===== config.mk =====
export PLATFORM = sky130hd
export DESIGN_NAME = work_stealing_slice_scheduler
export DESIGN_NICKNAME = d
export VERILOG_FILES = /design/src/hdl/wss_pkg.sv /design/src/hdl/wss_ram.sv /design/src/hdl/wss_div.sv /design/src/hdl/wss_ctrl.sv /design/src/hdl/wss_dp.sv /design/src/hdl/work_stealing_slice_scheduler.sv
export SDC_FILE = /design/constraint.sdc
export NUM_CORES = 1
export LEC_CHECK = 0
export ABC_CLOCK_PERIOD_IN_PS = 6300
export BUFFER_PORTS_ARGS = -buffer_cell sky130_fd_sc_hd__buf_2
export CORE_UTILIZATION = 43
export DETAILED_ROUTE_END_ITERATION = 12
export HOLD_SLACK_MARGIN = 0.05
export PLACE_DENSITY = 0.59
export SETUP_SLACK_MARGIN = 0.4
export SLEW_MARGIN = 20
export SYNTH_ARGS = -nofsm -noshare
export SYNTH_HDL_FRONTEND = slang
export SYNTH_HIERARCHICAL = 1
export SYNTH_SLANG_ARGS = --single-unit

===== constraint.sdc =====
create_clock -name clk -period 6.3 [get_ports clk]
set_input_delay 1.26 -clock clk [delete_from_list [all_inputs] [get_ports clk]]
set_output_delay 1.26 -clock clk [all_outputs]
set_load 0.01 [all_outputs]

===== src/hdl/wss_pkg.sv =====
`timescale 1ns / 1ps
// Shared types and constants of the work-stealing slice scheduler.
// No dependencies; the files that use it refer to it by scoped names.
package wss_pkg;

  localparam int MAX_WORKERS_DEF = 8;
  localparam int SHL_FIRST_DEF = 13;
  localparam int SHR_SECOND_DEF = 17;
  localparam int SHL_THIRD_DEF = 5;

  localparam int SLICE_W = 16;
  localparam int RNG_W = 32;
  localparam int STEAL_TRY_LIMIT = 4096;
  localparam int TRY_W = $clog2(STEAL_TRY_LIMIT);

  localparam int CFG_IDX_W = 1;
  localparam int CFG_DATA_W = 4;
  localparam logic [CFG_IDX_W-1:0] CFG_WORKER_COUNT = 1'd0;
  localparam logic [CFG_IDX_W-1:0] CFG_STEAL_ENABLE = 1'd1;
  localparam logic [CFG_DATA_W-1:0] WORKER_COUNT_RST = 4'd8;

  typedef enum logic [1:0] {
    ACT_SUBMIT = 2'd0,
    ACT_GET    = 2'd1,
    ACT_ABORT  = 2'd2,
    ACT_SEED   = 2'd3
  } action_t;

  typedef enum logic [3:0] {
    S_IDLE,
    S_DISPATCH,
    S_DIV,
    S_WALK,
    S_OWN,
    S_RNG_LD,
    S_MOD,
    S_VIC,
    S_DONE
  } state_t;

  // Status from the datapath to the controller.
  typedef struct packed {
    action_t act;
    logic    submit_ok;
    logic    own_hit;
    logic    steal_ok;
    logic    div_done;
    logic    walk_last;
    logic    victim_hit;
    logic    tries_done;
    logic    out_free;
  } sts_t;

  // Commands from the controller to the datapath.
  typedef struct packed {
    logic load_item;
    logic sub_div_start;
    logic walk_init;
    logic walk_step;
    logic submit_fin;
    logic own_wr;
    logic rng_first;
    logic rng_adv;
    logic tries_inc;
    logic vic_rd;
    logic vic_wr;
    logic rng_wb;
    logic seed_wr;
    logic abort;
    logic out_load;
  } cmd_t;

endpackage


===== src/hdl/wss_ram.sv =====
`timescale 1ns / 1ps
// Generic simple dual-port RAM: one write port, one read port, registered read.
// No dependencies.
module wss_ram #(
  parameter int WIDTH = 32,
  parameter int DEPTH = 8,
  parameter int AW = (DEPTH > 1) ? $clog2(DEPTH) : 1
) (
  input  logic             clk,
  input  logic             we,
  input  logic [AW-1:0]    waddr,
  input  logic [WIDTH-1:0] wdata,
  input  logic [AW-1:0]    raddr,
  output logic [WIDTH-1:0] rdata
);

  logic [WIDTH-1:0] mem [DEPTH];

  always_ff @(posedge clk) begin
    if (we) begin
      mem[waddr] <= wdata;
    end
    rdata <= mem[raddr];
  end

endmodule


===== src/hdl/wss_div.sv =====
`timescale 1ns / 1ps
// Restoring divider, one quotient bit per cycle, shared by range split and victim choice.
// No package dependency.
module wss_div #(
  parameter int DW = 32,
  parameter int VW = 4
) (
  input  logic          clk,
  input  logic          rst,
  input  logic          start,
  input  logic [DW-1:0] dividend,
  input  logic [VW-1:0] divisor,
  output logic          done,
  output logic [DW-1:0] quotient,
  output logic [VW-1:0] remainder
);

  localparam int CNT_W = $clog2(DW + 1);

  logic [CNT_W-1:0] count;
  logic             busy;
  logic [VW:0]      shifted;
  logic [VW:0]      diff;
  logic             ge;

  assign shifted = {remainder, quotient[DW-1]};
  assign ge = (shifted >= {1'b0, divisor});
  assign diff = shifted - {1'b0, divisor};

  always_ff @(posedge clk) begin
    if (rst) begin
      busy <= 1'b0;
      done <= 1'b0;
      count <= '0;
    end else if (start) begin
      busy <= 1'b1;
      done <= 1'b0;
      count <= CNT_W'(DW);
    end else if (busy) begin
      count <= count - CNT_W'(1);
      if (count == CNT_W'(1)) begin
        busy <= 1'b0;
        done <= 1'b1;
      end
    end
  end

  always_ff @(posedge clk) begin
    if (start) begin
      remainder <= '0;
      quotient <= dividend;
    end else if (busy) begin
      remainder <= ge ? diff[VW-1:0] : shifted[VW-1:0];
      quotient <= {quotient[DW-2:0], ge};
    end
  end

endmodule


===== src/hdl/wss_ctrl.sv =====
`timescale 1ns / 1ps
// Controller state machine of the slice scheduler.
// Depends on wss_pkg for the state, status and command types.
module wss_ctrl (
  input  logic          clk,
  input  logic          rst,
  input  logic          in_valid,
  output logic          in_stall,
  input  wss_pkg::sts_t sts,
  output wss_pkg::cmd_t cmd
);

  wss_pkg::state_t state, state_next;

  assign in_stall = (state != wss_pkg::S_IDLE);

  always_ff @(posedge clk) begin
    if (rst) begin
      state <= wss_pkg::S_IDLE;
    end else begin
      state <= state_next;
    end
  end

  always_comb begin
    state_next = state;
    unique case (state)
      wss_pkg::S_IDLE: begin
        if (in_valid) state_next = wss_pkg::S_DISPATCH;
      end
      wss_pkg::S_DISPATCH: begin
        unique case (sts.act)
          wss_pkg::ACT_SUBMIT:
            state_next = sts.submit_ok ? wss_pkg::S_DIV : wss_pkg::S_DONE;
          wss_pkg::ACT_GET: begin
            priority if (sts.own_hit) state_next = wss_pkg::S_OWN;
            else if (sts.steal_ok) state_next = wss_pkg::S_RNG_LD;
            else state_next = wss_pkg::S_DONE;
          end
          wss_pkg::ACT_ABORT: state_next = wss_pkg::S_DONE;
          wss_pkg::ACT_SEED: state_next = wss_pkg::S_DONE;
        endcase
      end
      wss_pkg::S_DIV: begin
        if (sts.div_done) state_next = wss_pkg::S_WALK;
      end
      wss_pkg::S_WALK: begin
        if (sts.walk_last) state_next = wss_pkg::S_DONE;
      end
      wss_pkg::S_OWN: state_next = wss_pkg::S_DONE;
      wss_pkg::S_RNG_LD: state_next = wss_pkg::S_MOD;
      wss_pkg::S_MOD: begin
        if (sts.div_done) begin
          priority if (sts.victim_hit) state_next = wss_pkg::S_VIC;
          else if (sts.tries_done) state_next = wss_pkg::S_DONE;
          else state_next = wss_pkg::S_MOD;
        end
      end
      wss_pkg::S_VIC: state_next = wss_pkg::S_DONE;
      wss_pkg::S_DONE: begin
        if (sts.out_free) state_next = wss_pkg::S_IDLE;
      end
      default: state_next = wss_pkg::S_IDLE;
    endcase
  end

  always_comb begin
    cmd = '0;
    unique case (state)
      wss_pkg::S_IDLE: cmd.load_item = in_valid;
      wss_pkg::S_DISPATCH: begin
        unique case (sts.act)
          wss_pkg::ACT_SUBMIT: cmd.sub_div_start = sts.submit_ok;
          wss_pkg::ACT_GET: ;
          wss_pkg::ACT_ABORT: cmd.abort = 1'b1;
          wss_pkg::ACT_SEED: cmd.seed_wr = 1'b1;
        endcase
      end
      wss_pkg::S_DIV: cmd.walk_init = sts.div_done;
      wss_pkg::S_WALK: begin
        cmd.walk_step = 1'b1;
        cmd.submit_fin = sts.walk_last;
      end
      wss_pkg::S_OWN: cmd.own_wr = 1'b1;
      wss_pkg::S_RNG_LD: begin
        cmd.rng_first = 1'b1;
        cmd.rng_adv = 1'b1;
      end
      wss_pkg::S_MOD: begin
        if (sts.div_done) begin
          priority if (sts.victim_hit) begin
            cmd.vic_rd = 1'b1;
          end else if (sts.tries_done) begin
            cmd.rng_wb = 1'b1;
          end else begin
            cmd.tries_inc = 1'b1;
            cmd.rng_adv = 1'b1;
          end
        end
      end
      wss_pkg::S_VIC: begin
        cmd.vic_wr = 1'b1;
        cmd.rng_wb = 1'b1;
      end
      wss_pkg::S_DONE: cmd.out_load = sts.out_free;
      default: cmd = '0;
    endcase
  end

endmodule


===== src/hdl/wss_dp.sv =====
`timescale 1ns / 1ps
// Datapath of the slice scheduler: configuration, range and generator stores, divider, results.
// Depends on wss_pkg, wss_ram and wss_div.
module wss_dp #(
  parameter int MAX_WORKERS = wss_pkg::MAX_WORKERS_DEF,
  parameter int SHIFT_LEFT_FIRST = wss_pkg::SHL_FIRST_DEF,
  parameter int SHIFT_RIGHT_SECOND = wss_pkg::SHR_SECOND_DEF,
  parameter int SHIFT_LEFT_THIRD = wss_pkg::SHL_THIRD_DEF
) (
  input  logic                                clk,
  input  logic                                rst,
  input  logic                                cfg_we,
  input  logic [wss_pkg::CFG_IDX_W-1:0]       cfg_index,
  input  logic [wss_pkg::CFG_DATA_W-1:0]      cfg_data,
  input  logic [1:0]                          action,
  input  logic [2:0]                          worker_id,
  input  logic [wss_pkg::SLICE_W-1:0]         range_start,
  input  logic [wss_pkg::SLICE_W-1:0]         range_end,
  input  logic [wss_pkg::RNG_W-1:0]           seed_value,
  output logic                                out_valid,
  input  logic                                out_stall,
  output logic                                slice_valid,
  output logic [wss_pkg::SLICE_W-1:0]         slice_number,
  output logic                                was_stolen,
  output logic                                accepted,
  output logic [wss_pkg::SLICE_W-1:0]         pending_slices,
  input  wss_pkg::cmd_t                       cmd,
  output wss_pkg::sts_t                       sts
);

  localparam int SW = wss_pkg::SLICE_W;
  localparam int RW = wss_pkg::RNG_W;
  localparam int WI = (MAX_WORKERS > 1) ? $clog2(MAX_WORKERS) : 1;
  localparam int CW = $clog2(MAX_WORKERS + 1);
  localparam int TW = wss_pkg::TRY_W;

  // Configuration registers.
  logic [wss_pkg::CFG_DATA_W-1:0] worker_count;
  logic                           steal_enable;

  always_ff @(posedge clk) begin
    if (rst) begin
      worker_count <= wss_pkg::WORKER_COUNT_RST;
      steal_enable <= 1'b1;
    end else if (cfg_we) begin
      unique case (cfg_index)
        wss_pkg::CFG_WORKER_COUNT: worker_count <= cfg_data;
        wss_pkg::CFG_STEAL_ENABLE: steal_enable <= cfg_data[0];
        default: ;
      endcase
    end
  end

  // Active worker count, clamped to 1..MAX_WORKERS.
  logic [CW-1:0]          cnt;
  logic [MAX_WORKERS-1:0] act_mask;

  always_comb begin
    if (worker_count == '0) begin
      cnt = CW'(1);
    end else if (32'(worker_count) > MAX_WORKERS) begin
      cnt = CW'(MAX_WORKERS);
    end else begin
      cnt = CW'(worker_count);
    end
    for (int i = 0; i < MAX_WORKERS; i++) begin
      act_mask[i] = (CW'(i) < cnt);
    end
  end

  // Captured item.
  wss_pkg::action_t    action_q;
  logic [2:0]          wid_q;
  logic [SW-1:0]       rs_q;
  logic [SW-1:0]       re_q;
  logic [RW-1:0]       seed_q;

  always_ff @(posedge clk) begin
    if (cmd.load_item) begin
      action_q <= wss_pkg::action_t'(action);
      wid_q <= worker_id;
      rs_q <= range_start;
      re_q <= range_end;
      seed_q <= seed_value;
    end
  end

  logic          own;
  logic [WI-1:0] widx;
  logic [WI-1:0] gi;
  logic [SW-1:0] span;

  assign own = (32'(wid_q) < MAX_WORKERS);
  assign widx = WI'(wid_q);
  assign gi = own ? widx : '0;
  assign span = re_q - rs_q;

  // Nonempty flag per worker range, and seeded flag per generator.
  logic [MAX_WORKERS-1:0] nonempty;
  logic [MAX_WORKERS-1:0] seeded;
  logic [SW-1:0]          pending;

  // Shared divider.
  logic          div_start;
  logic [RW-1:0] div_dividend;
  logic          div_done;
  logic [RW-1:0] div_quot;
  logic [CW-1:0] div_rem;

  // Generator.
  logic [RW-1:0] x_q;
  logic [RW-1:0] rng_rdata;
  logic [RW-1:0] rng_src;
  logic [RW-1:0] t1, t2, x_next;
  logic [TW-1:0] tries;

  assign rng_src = cmd.rng_first ? (seeded[gi] ? rng_rdata : RW'(1)) : x_q;
  assign t1 = rng_src ^ (rng_src << SHIFT_LEFT_FIRST);
  assign t2 = t1 ^ (t1 >> SHIFT_RIGHT_SECOND);
  assign x_next = t2 ^ (t2 << SHIFT_LEFT_THIRD);

  assign div_start = cmd.sub_div_start | cmd.rng_adv;
  assign div_dividend = cmd.rng_adv ? x_next : RW'(span);

  wss_div #(
    .DW(RW),
    .VW(CW)
  ) u_div (
    .clk(clk),
    .rst(rst),
    .start(div_start),
    .dividend(div_dividend),
    .divisor(cnt),
    .done(div_done),
    .quotient(div_quot),
    .remainder(div_rem)
  );

  always_ff @(posedge clk) begin
    if (cmd.rng_adv) begin
      x_q <= x_next;
    end
    if (cmd.rng_first) begin
      tries <= '0;
    end else if (cmd.tries_inc) begin
      tries <= tries + TW'(1);
    end
  end

  logic          rng_we;
  logic [WI-1:0] rng_waddr;
  logic [RW-1:0] rng_wdata;

  assign rng_we = (cmd.seed_wr & own) | cmd.rng_wb;
  assign rng_waddr = cmd.rng_wb ? gi : widx;
  assign rng_wdata = cmd.rng_wb ? x_q : seed_q;

  wss_ram #(
    .WIDTH(RW),
    .DEPTH(MAX_WORKERS),
    .AW(WI)
  ) u_rng_ram (
    .clk(clk),
    .we(rng_we),
    .waddr(rng_waddr),
    .wdata(rng_wdata),
    .raddr(gi),
    .rdata(rng_rdata)
  );

  // Range store: front in the upper half, back in the lower half.
  logic [WI-1:0]   vidx;
  logic [WI-1:0]   v_q;
  logic [WI-1:0]   walk_idx;
  logic [SW-1:0]   per;
  logic [CW-1:0]   left;
  logic [SW-1:0]   pos;
  logic [SW-1:0]   take;
  logic [SW-1:0]   pos_end;
  logic [2*SW-1:0] rng_rd_range;
  logic [SW-1:0]   rd_front, rd_back;
  logic [SW-1:0]   own_front_next, vic_back_next;
  logic            range_we;
  logic [WI-1:0]   range_waddr;
  logic [2*SW-1:0] range_wdata;
  logic [WI-1:0]   range_raddr;

  assign vidx = WI'(div_rem);
  assign take = per + SW'(left != '0);
  assign pos_end = pos + take;
  assign rd_front = rng_rd_range[2*SW-1:SW];
  assign rd_back = rng_rd_range[SW-1:0];
  assign own_front_next = rd_front + SW'(1);
  assign vic_back_next = rd_back - SW'(1);
  assign range_raddr = cmd.vic_rd ? vidx : widx;

  always_comb begin
    range_we = cmd.walk_step | cmd.own_wr | cmd.vic_wr;
    priority if (cmd.walk_step) begin
      range_waddr = walk_idx;
      range_wdata = {pos, pos_end};
    end else if (cmd.own_wr) begin
      range_waddr = widx;
      range_wdata = {own_front_next, rd_back};
    end else begin
      range_waddr = v_q;
      range_wdata = {rd_front, vic_back_next};
    end
  end

  wss_ram #(
    .WIDTH(2 * SW),
    .DEPTH(MAX_WORKERS),
    .AW(WI)
  ) u_range_ram (
    .clk(clk),
    .we(range_we),
    .waddr(range_waddr),
    .wdata(range_wdata),
    .raddr(range_raddr),
    .rdata(rng_rd_range)
  );

  always_ff @(posedge clk) begin
    if (cmd.walk_init) begin
      per <= div_quot[SW-1:0];
      left <= div_rem;
      pos <= rs_q;
      walk_idx <= '0;
    end else if (cmd.walk_step) begin
      pos <= pos_end;
      if (left != '0) left <= left - CW'(1);
      walk_idx <= walk_idx + WI'(1);
    end
    if (cmd.vic_rd) begin
      v_q <= vidx;
    end
  end

  // Control state: flags and pending count.
  always_ff @(posedge clk) begin
    if (rst) begin
      nonempty <= '0;
      seeded <= '0;
      pending <= '0;
    end else begin
      if (cmd.abort || cmd.walk_init) begin
        nonempty <= '0;
      end else if (cmd.walk_step) begin
        nonempty[walk_idx] <= (take != '0);
      end else if (cmd.own_wr) begin
        nonempty[widx] <= (own_front_next < rd_back);
      end else if (cmd.vic_wr) begin
        nonempty[v_q] <= (rd_front < vic_back_next);
      end

      if (cmd.seed_wr && own) begin
        seeded[widx] <= 1'b1;
      end else if (cmd.rng_wb) begin
        seeded[gi] <= 1'b1;
      end

      priority if (cmd.abort) begin
        pending <= '0;
      end else if (cmd.submit_fin) begin
        pending <= span;
      end else if ((cmd.own_wr || cmd.vic_wr) && pending != '0) begin
        pending <= pending - SW'(1);
      end
    end
  end

  // Result of the item in flight.
  logic          r_valid;
  logic [SW-1:0] r_num;
  logic          r_stolen;
  logic          r_acc;

  always_ff @(posedge clk) begin
    if (cmd.load_item) begin
      r_valid <= 1'b0;
      r_num <= '0;
      r_stolen <= 1'b0;
      r_acc <= 1'b0;
    end else if (cmd.submit_fin) begin
      r_acc <= 1'b1;
    end else if (cmd.own_wr) begin
      r_valid <= 1'b1;
      r_num <= rd_front;
    end else if (cmd.vic_wr) begin
      r_valid <= 1'b1;
      r_num <= vic_back_next;
      r_stolen <= 1'b1;
    end
  end

  // Output register.
  always_ff @(posedge clk) begin
    if (rst) begin
      out_valid <= 1'b0;
    end else if (cmd.out_load) begin
      out_valid <= 1'b1;
    end else if (!out_stall) begin
      out_valid <= 1'b0;
    end
  end

  always_ff @(posedge clk) begin
    if (cmd.out_load) begin
      slice_valid <= r_valid;
      slice_number <= r_num;
      was_stolen <= r_stolen;
      accepted <= r_acc;
      pending_slices <= pending;
    end
  end

  always_comb begin
    sts.act = action_q;
    sts.submit_ok = (pending == '0) && (re_q > rs_q);
    sts.own_hit = own && nonempty[widx];
    sts.steal_ok = steal_enable && (pending != '0) && ((nonempty & act_mask) != '0);
    sts.div_done = div_done;
    sts.walk_last = (CW'(walk_idx) == cnt - CW'(1));
    sts.victim_hit = nonempty[vidx];
    sts.tries_done = (tries == TW'(wss_pkg::STEAL_TRY_LIMIT - 1));
    sts.out_free = !out_valid || !out_stall;
  end

endmodule


===== src/hdl/work_stealing_slice_scheduler.sv =====
`timescale 1ns / 1ps
// Top level of the work-stealing slice scheduler: controller plus datapath.
// Depends on wss_pkg, wss_ctrl and wss_dp (which holds wss_ram and wss_div).
//
//   Channel  Direction  Handshake           Content
//   config   in         cfg_we              cfg_index, cfg_data (worker_count, steal_enable)
//   item     in         in_valid/in_stall   action, worker_id, range_start, range_end, seed_value
//   result   out        out_valid/out_stall slice_valid, slice_number, was_stolen, accepted,
//                                           pending_slices
//
// One transaction is processed at a time. An abort, a seed, a rejected submit or a get
// with nothing to hand out goes through dispatch to done; a get from the worker's own range
// adds one range write. An accepted submit divides the span in the shared restoring
// divider, then makes one range write per active worker. A steal loads the generator,
// then each victim attempt runs x mod the active worker count through the same divider;
// at most 4096 attempts are made.
// Reset is synchronous, marks all ranges empty and clears the pending count and generator
// seeded flags (generators read as 1 until seeded); there is no clearing pass.
// The result sits in an output register, so a new item transaction is taken while the
// previous result is stalled; the block only waits at the end of an item when the
// output register is still full and stalled.
module work_stealing_slice_scheduler #(
  parameter int MAX_WORKERS = wss_pkg::MAX_WORKERS_DEF,
  parameter int SHIFT_LEFT_FIRST = wss_pkg::SHL_FIRST_DEF,
  parameter int SHIFT_RIGHT_SECOND = wss_pkg::SHR_SECOND_DEF,
  parameter int SHIFT_LEFT_THIRD = wss_pkg::SHL_THIRD_DEF
) (
  input  logic                           clk,
  input  logic                           rst,
  input  logic                           cfg_we,
  input  logic [wss_pkg::CFG_IDX_W-1:0]  cfg_index,
  input  logic [wss_pkg::CFG_DATA_W-1:0] cfg_data,
  input  logic                           in_valid,
  output logic                           in_stall,
  input  logic [1:0]                     action,
  input  logic [2:0]                     worker_id,
  input  logic [wss_pkg::SLICE_W-1:0]    range_start,
  input  logic [wss_pkg::SLICE_W-1:0]    range_end,
  input  logic [wss_pkg::RNG_W-1:0]      seed_value,
  output logic                           out_valid,
  input  logic                           out_stall,
  output logic                           slice_valid,
  output logic [wss_pkg::SLICE_W-1:0]    slice_number,
  output logic                           was_stolen,
  output logic                           accepted,
  output logic [wss_pkg::SLICE_W-1:0]    pending_slices
);

  // The controller sequences each item; the datapath owns every store and the divider.
  wss_pkg::cmd_t cmd;
  wss_pkg::sts_t sts;

  wss_ctrl u_ctrl (
    .clk(clk),
    .rst(rst),
    .in_valid(in_valid),
    .in_stall(in_stall),
    .sts(sts),
    .cmd(cmd)
  );

  wss_dp #(
    .MAX_WORKERS(MAX_WORKERS),
    .SHIFT_LEFT_FIRST(SHIFT_LEFT_FIRST),
    .SHIFT_RIGHT_SECOND(SHIFT_RIGHT_SECOND),
    .SHIFT_LEFT_THIRD(SHIFT_LEFT_THIRD)
  ) u_dp (
    .clk(clk),
    .rst(rst),
    .cfg_we(cfg_we),
    .cfg_index(cfg_index),
    .cfg_data(cfg_data),
    .action(action),
    .worker_id(worker_id),
    .range_start(range_start),
    .range_end(range_end),
    .seed_value(seed_value),
    .out_valid(out_valid),
    .out_stall(out_stall),
    .slice_valid(slice_valid),
    .slice_number(slice_number),
    .was_stolen(was_stolen),
    .accepted(accepted),
    .pending_slices(pending_slices),
    .cmd(cmd),
    .sts(sts)
  );

endmodule


# Word-level counts from Yosys, hierarchy flattened
# Memory sizes are Yosys's and may differ from the RTL's. A register that Yosys moved wholly into a read port is not among the register bits.
# Cells that the tools add are included.
# word_totals
latchBits	0
inputBits	79
reg_bits	295
ram_bits	512
mem_bits_ro	0
n_memories	2
# memory_table
memory	depth	word_bits	read_ports	rd_clocked_by_memory_dff	write_ports	line	rtl
u_dp.u_range_ram.mem	8	32	1	1	1	wss_ram.sv:17	logic [WIDTH-1:0] mem [DEPTH];
u_dp.u_rng_ram.mem	8	32	1	1	1	wss_ram.sv:17	
# classes
n_mul	0
n_reduce_logical	40
div	0
bitwise	12
shift	0
add_sub_neg	12
eq_ne	20
order_cmp	20
muxes	90
# ops
cell	count
$mux W32	8
$mux W16	6
$mux W4	16
$xor A32 B32 Y32	2
$mux W8	5
$lt A16 B16 Y1	2
$pmux W4 S8	1
$reduce_bool A16 Y1	2
$sub A16 B1 Y16 const B	2
$xor A32 B15 Y32	1
$mux W1	31
$bwmux W8	3
$add A16 B1 Y16	1
$add A16 B1 Y16 const B	1
$add A16 B16 Y16	1
$eq A4 B3 Y1 const B	4
$gt A16 B16 Y1	1
$logic_not A16 Y1	1
$lt A3 B4 Y1 const A	4
$lt A3 B4 Y1 const B	4
$sub A16 B16 Y16	1
$add A12 B1 Y12 const B	1
$eq A12 B12 Y1 const B	1
$mux W3	4
41 further kinds	91

# Logic depth before layout (Yosys ltp)
# Gate-level depths: netlist of the first run.
# logic_depth
word_depth	11
ltp_mapped	17
ltp_nobuf	17

# Modules after synthesis
# Netlist of the first run, hierarchy kept.
# modules_own_cells
mod	cells_per_inst	instances	area_each_um2
wss_ram	415	2	10466.3
wss_dp	1598	1	15469.8
wss_div	149	1	2047.0
wss_ctrl	71	1	461.7

# Least setup slack after synthesis of the first run
# No wires, ideal clock.
# synth_path
path_type	flip-flop to flip-flop
startpoint	reg u_dp.u_div.remainder[0]
endpoint	reg u_dp.u_div.quotient[0] (enable)
n_path_buf	3
setup_time_ns	0.375
stages_incl_launch_ff	9
t_arrival_ns	5.486
slack_ns	0.438
synth_period_minus_slack_ns	5.862
t_required_ns	5.925
cell_sequence	dfxtp_1 > mux4_2 > mux2_2 > o32ai_1 > clkbuf_1 > clkbuf_1 > or2_2 > clkbuf_1 > or2_2
# synth_rtl
element	line	rtl
from (decl)	wss_div.sv:15	output logic [VW-1:0] remainder
from (signal assigned)	wss_div.sv:53	remainder <= ge ? diff[VW-1:0] : shifted[VW-1:0];
to (signal assigned)	wss_div.sv:51	quotient <= dividend;
to (signal assigned)	wss_div.sv:54	quotient <= {quotient[DW-2:0], ge};
to (decl)	wss_div.sv:14	output logic [DW-1:0] quotient,

# Worst setup path after layout of the first run
# layout_path
startpoint	reg u_dp.left[0]
endpoint	mem u_dp.u_range_ram.mem[0][13] (data pin)
# layout_via
elab_chain_len	4
# layout_lines
element	line	rtl
from (decl)	wss_dp.sv:176	logic [CW-1:0] left;
from (signal assigned)	wss_dp.sv:227	left <= div_rem;
from (signal assigned)	wss_dp.sv:232	if (left != '0) left <= left - CW'(1);
$reduce_bool A4 Y1	wss_dp.sv:189	assign take = per + SW'(left != '0);
$add A16 B1 Y16	wss_dp.sv:189	
$add A16 B16 Y16	wss_dp.sv:190	assign pos_end = pos + take;
$mux W32	wss_dp.sv:199	priority if (cmd.walk_step) begin
named net u_dp.range_wdata[13]	wss_dp.sv:185	logic [2*SW-1:0] range_wdata;
to (decl)	wss_ram.sv:17	
# The timed path passes the listed nets, and every way through them passes these cells.

==> flow_summary.yaml, run 1 <==
routing:
  postRouteWirelength_um: 98400
  vias_per_cell: 5.72
  wl_per_cell_um: 24.5
  drtPass1Iterations: 7
  ant_nets: 0
  vias: 23000
  drt_drc_violations_left: 0
  drt_first_iter_violations: 1872
critical_path:
  critical_path.startpoint_type: "flop"
  critical_path.reg2reg.startpoint: "u_dp/left[0]"
  worst_setup_path_startpoint: "u_dp/left[0]"
  cp-end-kind: "flop"
  reg2reg_depth: 16
  cp.arrival_ns: 5.32
  top_fanout_value_on_the_critical_path: 8
  regToRegSetupSlack_ns: 1.38
  timing.critical_path.required_ns: 6.70
  criticalPathCategory: "reg -> reg"
  timing.rr.end: "u_dp/u_range_ram/mem[0][13]"
cts:
  clock_insertion_delay_worst_skew_ns: 0.69
  cts_sinks: 871
  hold_buffers: 0
  tritoncts.num_buffers: 93
  cts.clk_slew.worst_paths_ns: 0.06
  cts_root_buf: "clkbuf_16"
  cts_setup_buffers: 0
  h-tree-depth: 3
  tritoncts: "done"
  cts_buffer_depth: 3
  ctsResizeCount: 0
finish:
  areaGrowthSynthToFinish_pct: 12.7
  antenna_cells_inserted: 0
  layout.cells.most_common: "edfxtp_1"
  commonest_non_fill_non_tap_cells_in_the_layout: "edfxtp_1 (719), nor2_1 (156), dfxtp_1 (152)"
  final_layout_size_suffix_gt1_share_pct: 19.1
  final_util_pct: 49.3
  final_net_count: 2940
  final_design_area_no_fill_um2: 43900
global_routing:
  grt_overflow_total: 0
  grt_total_usage_pct: 21.5
  maximum_number_of_pins_on_one_net_before_global_route_repair: 76
  grt_pass1_vias: 22700
  grt_antenna_before_repair: 1
  wire_length_of_the_first_global_routing_pass_um: 145000
timing:
  grt_setup_unrepaired: "no"
  tightest_slew_ns: 1.08
  slew_headroom_pct: 27.1
  setup_viol: 0
  fmaxAchievable_mhz: 203
  finalWorstSetupSlack_ns: 1.38
  totalNegativeSetupSlack_ns: 0
  finalCritPeriodShare_pct: 78.1
  finalHoldViolations: 0
  clock-skew-final_ns: 0.0352
  final-max-slew-violation-count: 0
  min_period_ns: 4.92
die:
  initial_util_pct: 43.7
  dieHeight_um: 303
  core_area_um2: 89100
  die_width_um: 303
  io_pins: 116
  num_rows: 109
  design.die.area_um2: 91700
synthesis:
  post_synth_instance_area_um2: 38900
  synth_enable_flop_cells: 719
  synth_nets: 2809
  ys_warn_count: 6
  async_sr_flop_fraction_pct: 0
  post_synth.cell_area_avg_um2: 14.7
  synth-main-ff-cell: "edfxtp_1"
  synth.ff_latch_count: 871
  yosys.cell_types.count: 85
  seq_area_frac_synth_pct: 63.3
  synthCells: 2648
pwr:
  vdd_drop_max_mv: 0.224
  totalPowerFinal_w: 0.0130
  cellLeakagePower_nw: 15.1
  p_per_area_nw_per_um2: 297
place:
  io_buffers: 115
  postPlaceCellArea_um2: 40900
  dp_slack_ns: 1.55
  post-dp-hpwl_um: 65900
  gpl.final_weighted_congestion: 0.906
run:
  drv_cap: 0
min_path:
  worst_hold_class: "reg -> reg"
  min_to: "u_dp/slice_number[1]"
  worstHoldStart: "u_dp/r_num[1]"
  whs_path_depth: 0
outcome:
  run_status: "finished, final reports clean"
==> how the worst max path moves through the flow <==
stage               slack [ns]                           to
global placement          1.67  u_dp/u_range_ram/mem[2][11]
CTS                       1.50  u_dp/u_range_ram/mem[0][15]
finish                    1.38  u_dp/u_range_ram/mem[0][13]
global route              1.07  u_dp/u_range_ram/mem[4][15]
detailed placement        1.55  u_dp/u_range_ram/mem[1][15]
floorplan                 0.44       u_dp/u_div/quotient[0]
==> cell usage after synthesis, drive strengths merged, types with 21 or more instances <==
master / number / area, um^2
edfxtp: 719 / 21600
nor2: 169 / 634
dfxtp: 152 / 3040
mux2: 143 / 1610
nand2: 141 / 529
mux4: 131 / 3250
a21oi: 109 / 549
xnor2: 107 / 937
o21ai: 103 / 515
xor2: 102 / 893
ha: 79 / 988
nor3: 79 / 412
clkbuf: 71 / 267
inv: 67 / 251
buf: 54 / 338
a211oi: 36 / 270
nand2b: 33 / 206
nand3: 33 / 165
mux2i: 26 / 260
nor2b: 24 / 150
and2: 22 / 138
and3: 21 / 131
==> stage by stage <==
stage                     hold slack (ns)  std cells
after detailed placement            0.416       3849
after global placement              0.416       3849
after floorplan                     0.408       2648
after global routing                0.432       4023
after CTS                           0.430       4023
final                               0.430       4023
==> registers in the layout (all words and copies together), names as in the netlist, 32 cells and up <==
signal	flops
u_dp/u_rng_ram/rdata	32
u_dp/u_range_ram/rdata	32
u_dp/x_q	32
u_dp/u_div/quotient	32
u_dp/u_rng_ram/mem	256
u_dp/seed_q	32
u_dp/u_range_ram/mem	256
==> critical path: stages (launching register included) <==
cell and delay (ns):
edfxtp_1 0.41, inv_1 0.09, ha_1 0.20, or3b_2 0.49, ha_1 0.24, ha_1 0.27
nand3_1 0.11, xnor2_1 0.14, ha_1 0.29, o21ai_0 0.28, inv_1 0.10, a2111oi_0 0.86
o31a_1 0.32, nand2b_1 0.07, a21oi_1 0.18, xor2_1 0.10, mux2i_1 0.48
==> cell families after synthesis <==
group / synth area share (%)
DFF: 63.3
and+or+nand+nor: 7.90
AOI/OAI and AO/OA: 6.02
muxes: 13.2
xor gates and xnor gates: 4.70
buffers and inverters: 2.21
adders and majority gates: 2.69
==> where the power goes <==
part | internal, W | switching, W | leakage [nW]
clock | 0.00310 | 0.00227 | 1.45
sequential | 0.00642 | 0.000167 | 7.77
combinational | 0.000450 | 0.000642 | 5.86
==> area by class of cell <==
type | instances | area (um^2)
well taps | 1165 | 1460
inverters | 68 | 255
multi-input cells | 1584 | 13600
flip-flops and latches | 871 | 24600
clock inverters | 48 | 492
clock buffers | 126 | 2510
repair buffers | 161 | 933
fillers | 7469 | 45200
==> per-layer routing <==
metal  up-vias  part of all wire, %  GRT usage, %  wire [um]
met5         -                    0             0          0
met4         0                  2.4          6.58       2370
met3       129                  6.1          4.39       6030
met2       722                   47          34.0      46000
met1     11700                   45          29.8      44000
li1      10500                    -             -          -
(Power assumes the default switching activity.)
==> run 2, diff against run 1 <==
Settings changed: ABC_CLOCK_PERIOD_IN_PS 6300 to 4900, PLACE_DENSITY 0.59 to 0.57.
Clock period 6.3 ns to 4.9 ns, I/O delays scaled along.
==> run 2 against run 1 <==
Effect of this change: via count fell by 1.1%; final cell count rose by 0.25%; design area rose by 1.1%; worst hold slack improved by 0.0011 ns; combinational power rose by 30%; total power rose by 31%; setup slack got worse by 0.81 ns; critical path type unchanged; critical endpoint is now u_dp/u_range_ram/mem[3][11].
==> flow_summary.yaml, run 2 (synthesis gave the netlist of run 1 again) <==
outcome:
  run_status: "finished, final reports clean"
critical_path:
  critical_path.startpoint_type: "flop"
  timing.critical_path.depth: 17
  timing.critical_path.required_ns: 5.24
  cp.arrival_ns: 4.67
  critPathMaxStageDelay_ns: 0.50
  cp_top_family: "simple AND/OR/NAND/NOR gates"
  critical_path.reg2reg.startpoint: "u_dp/left[0]"
  cpMaxStageDelayCell: "or3b_2"
  top_fanout_value_on_the_critical_path: 8
  reg2reg_depth: 17
  cp-end-kind: "flop"
  critical_path.most_common_cell: "ha_1"
  worst_setup_path_startpoint: "u_dp/left[0]"
  crit_path_cell_trace: "inv_1 > ha_1 > or3b_2 > ha_1 > ha_1 > nand2_1 > nor3_1 > xor2_1 > ha_1 > a21o_1 > a2111oi_1 > buf_4 > nor3b_1 > o21ai_0 > or3b_2 > nand2_1 > a21oi_2"
  criticalPathCategory: "reg -> reg"
  critPathBufInv: 2
routing:
  ant_nets: 0
  drtPass1Iterations: 7
  vias_per_cell: 5.64
  postRouteWirelength_um: 97900
  vias: 22800
  wl_per_cell_um: 24.3
  drt_first_iter_violations: 1595
  drt_drc_violations_left: 0
die:
  dieHeight_um: 303
  design.die.area_um2: 91700
  io_pins: 116
  die_width_um: 303
  initial_util_pct: 43.7
  core_area_um2: 89100
  num_rows: 109
place:
  io_buffers: 115
  gpl.final_weighted_congestion: 0.895
  placedCellCount: 3857
  post-dp-hpwl_um: 64500
cts:
  tritoncts: "done"
  cts.clk_slew.worst_paths_ns: 0.06
  h-tree-depth: 3
  cts_sinks: 871
  clock_insertion_delay_worst_skew_ns: 0.66
  hold_buffers: 0
  tritoncts.num_buffers: 93
  cts_buffer_depth: 3
  cts_root_buf: "clkbuf_16"
min_path:
  worstHoldStart: "u_dp/r_num[15]"
  whs_path_depth: 0
  worst_hold_class: "reg -> reg"
global_routing:
  grt_pass1_vias: 23000
  grt_overflow_total: 0
  grt_antenna_before_repair: 4
  grt_total_usage_pct: 21.4
  maximum_number_of_pins_on_one_net_before_global_route_repair: 76
  wire_length_of_the_first_global_routing_pass_um: 145000
finish:
  biggestRegsByFlops: "u_dp/u_range_ram/mem x256, u_dp/u_rng_ram/mem x256"
  layout.cells.most_common: "edfxtp_1"
  finalNonFillerCells: 4033
  commonest_non_fill_non_tap_cells_in_the_layout: "edfxtp_1 (719), nor2_1 (156), dfxtp_1 (152)"
  final_layout_size_suffix_gt1_share_pct: 20.0
  final_net_count: 2950
  areaGrowthSynthToFinish_pct: 14.0
timing:
  clock-skew-final_ns: 0.0312
  fmaxAchievable_mhz: 231
  tightest_slew_ns: 1.09
  setup_viol: 0
  totalNegativeSetupSlack_ns: 0
  finalHoldViolations: 0
  min_period_ns: 4.33
  slew_headroom_pct: 26.6
  grt_setup_unrepaired: "yes"
  finalCritPeriodShare_pct: 88.4
  final-max-slew-violation-count: 0
pwr:
  p_per_area_nw_per_um2: 385
  vdd_drop_max_mv: 0.303
  cellLeakagePower_nw: 15.3
run:
  drv_cap: 0
-- run 2: routing by layer --
| metal | GRT usage, % | vias up | wire, um |
|---|---|---|---|
| met2 | 35.0 | 583 | 47200 |
| met3 | 3.15 | 145 | 4570 |
| met4 | 7.33 | 0 | 3050 |
| met1 | 29.3 | 11600 | 43100 |
| li1 | - | 10500 | - |
| met5 | 0 | - | 0 |
-- run 2: final timing paths --
path	endpoint	slack, ns
max	u_dp/u_range_ram/mem[3][11]	0.57
max reg2reg	u_dp/u_range_ram/mem[3][11]	0.57
min reg2reg	u_dp/slice_number[15]	0.43
min	u_dp/slice_number[15]	0.43
-- run 2: cell type report --
type	count	area [um^2]
Fill cell	7534	44700
Clock inverter	49	618
Sequential cell	871	24600
Inverter	68	255
Tap cell	1165	1460
Clock buffer	124	2550
Multi-Input combinational cell	1584	13700
Timing Repair Buffer	171	1190
Antenna cell	1	2.50
-- run 2: repair_timing --
action,CTS,global route
resized for setup,0,11
buffers inserted,0,2
setup endpoints to repair,0,88
-- run 2: per-stage QoR --
stage	instance area [um^2]	hold WS, ns	util, %	power, W	setup WS, ns
final	44400	0.431	49.8	0.0171	0.568
after global routing	44400	0.444	49.8	0.0177	0.357
after CTS	44300	0.435	49.7	0.0173	0.473
after detailed placement	41100	0.421	46.2	0.0100	0.500
after global placement	41100	0.414	46.2	0.00999	0.541
after floorplan	38900	0.408	-	0.00951	0.186
-- run 2: power by group --
group | leakage [nW] | internal (W) | switching (W) | total (W)
registers | 7.77 | 0.00825 | 0.000205 | 0.00845
clock network | 1.52 | 0.00431 | 0.00292 | 0.00722
logic | 5.97 | 0.000597 | 0.000824 | 0.00142
total | 15.3 | 0.0131 | 0.00395 | 0.0171
-- run 2: worst register-to-register path: stages (launching register included) --
cell and delay, ns:
edfxtp_1 0.41, inv_1 0.08, ha_1 0.17, or3b_2 0.50, ha_1 0.24, ha_1 0.26
nand2_1 0.16, nor3_1 0.10, xor2_1 0.19, ha_1 0.33, a21o_1 0.21, a2111oi_1 0.30
buf_4 0.19, nor3b_1 0.04, o21ai_0 0.13, or3b_2 0.45, nand2_1 0.13, a21oi_2 0.12
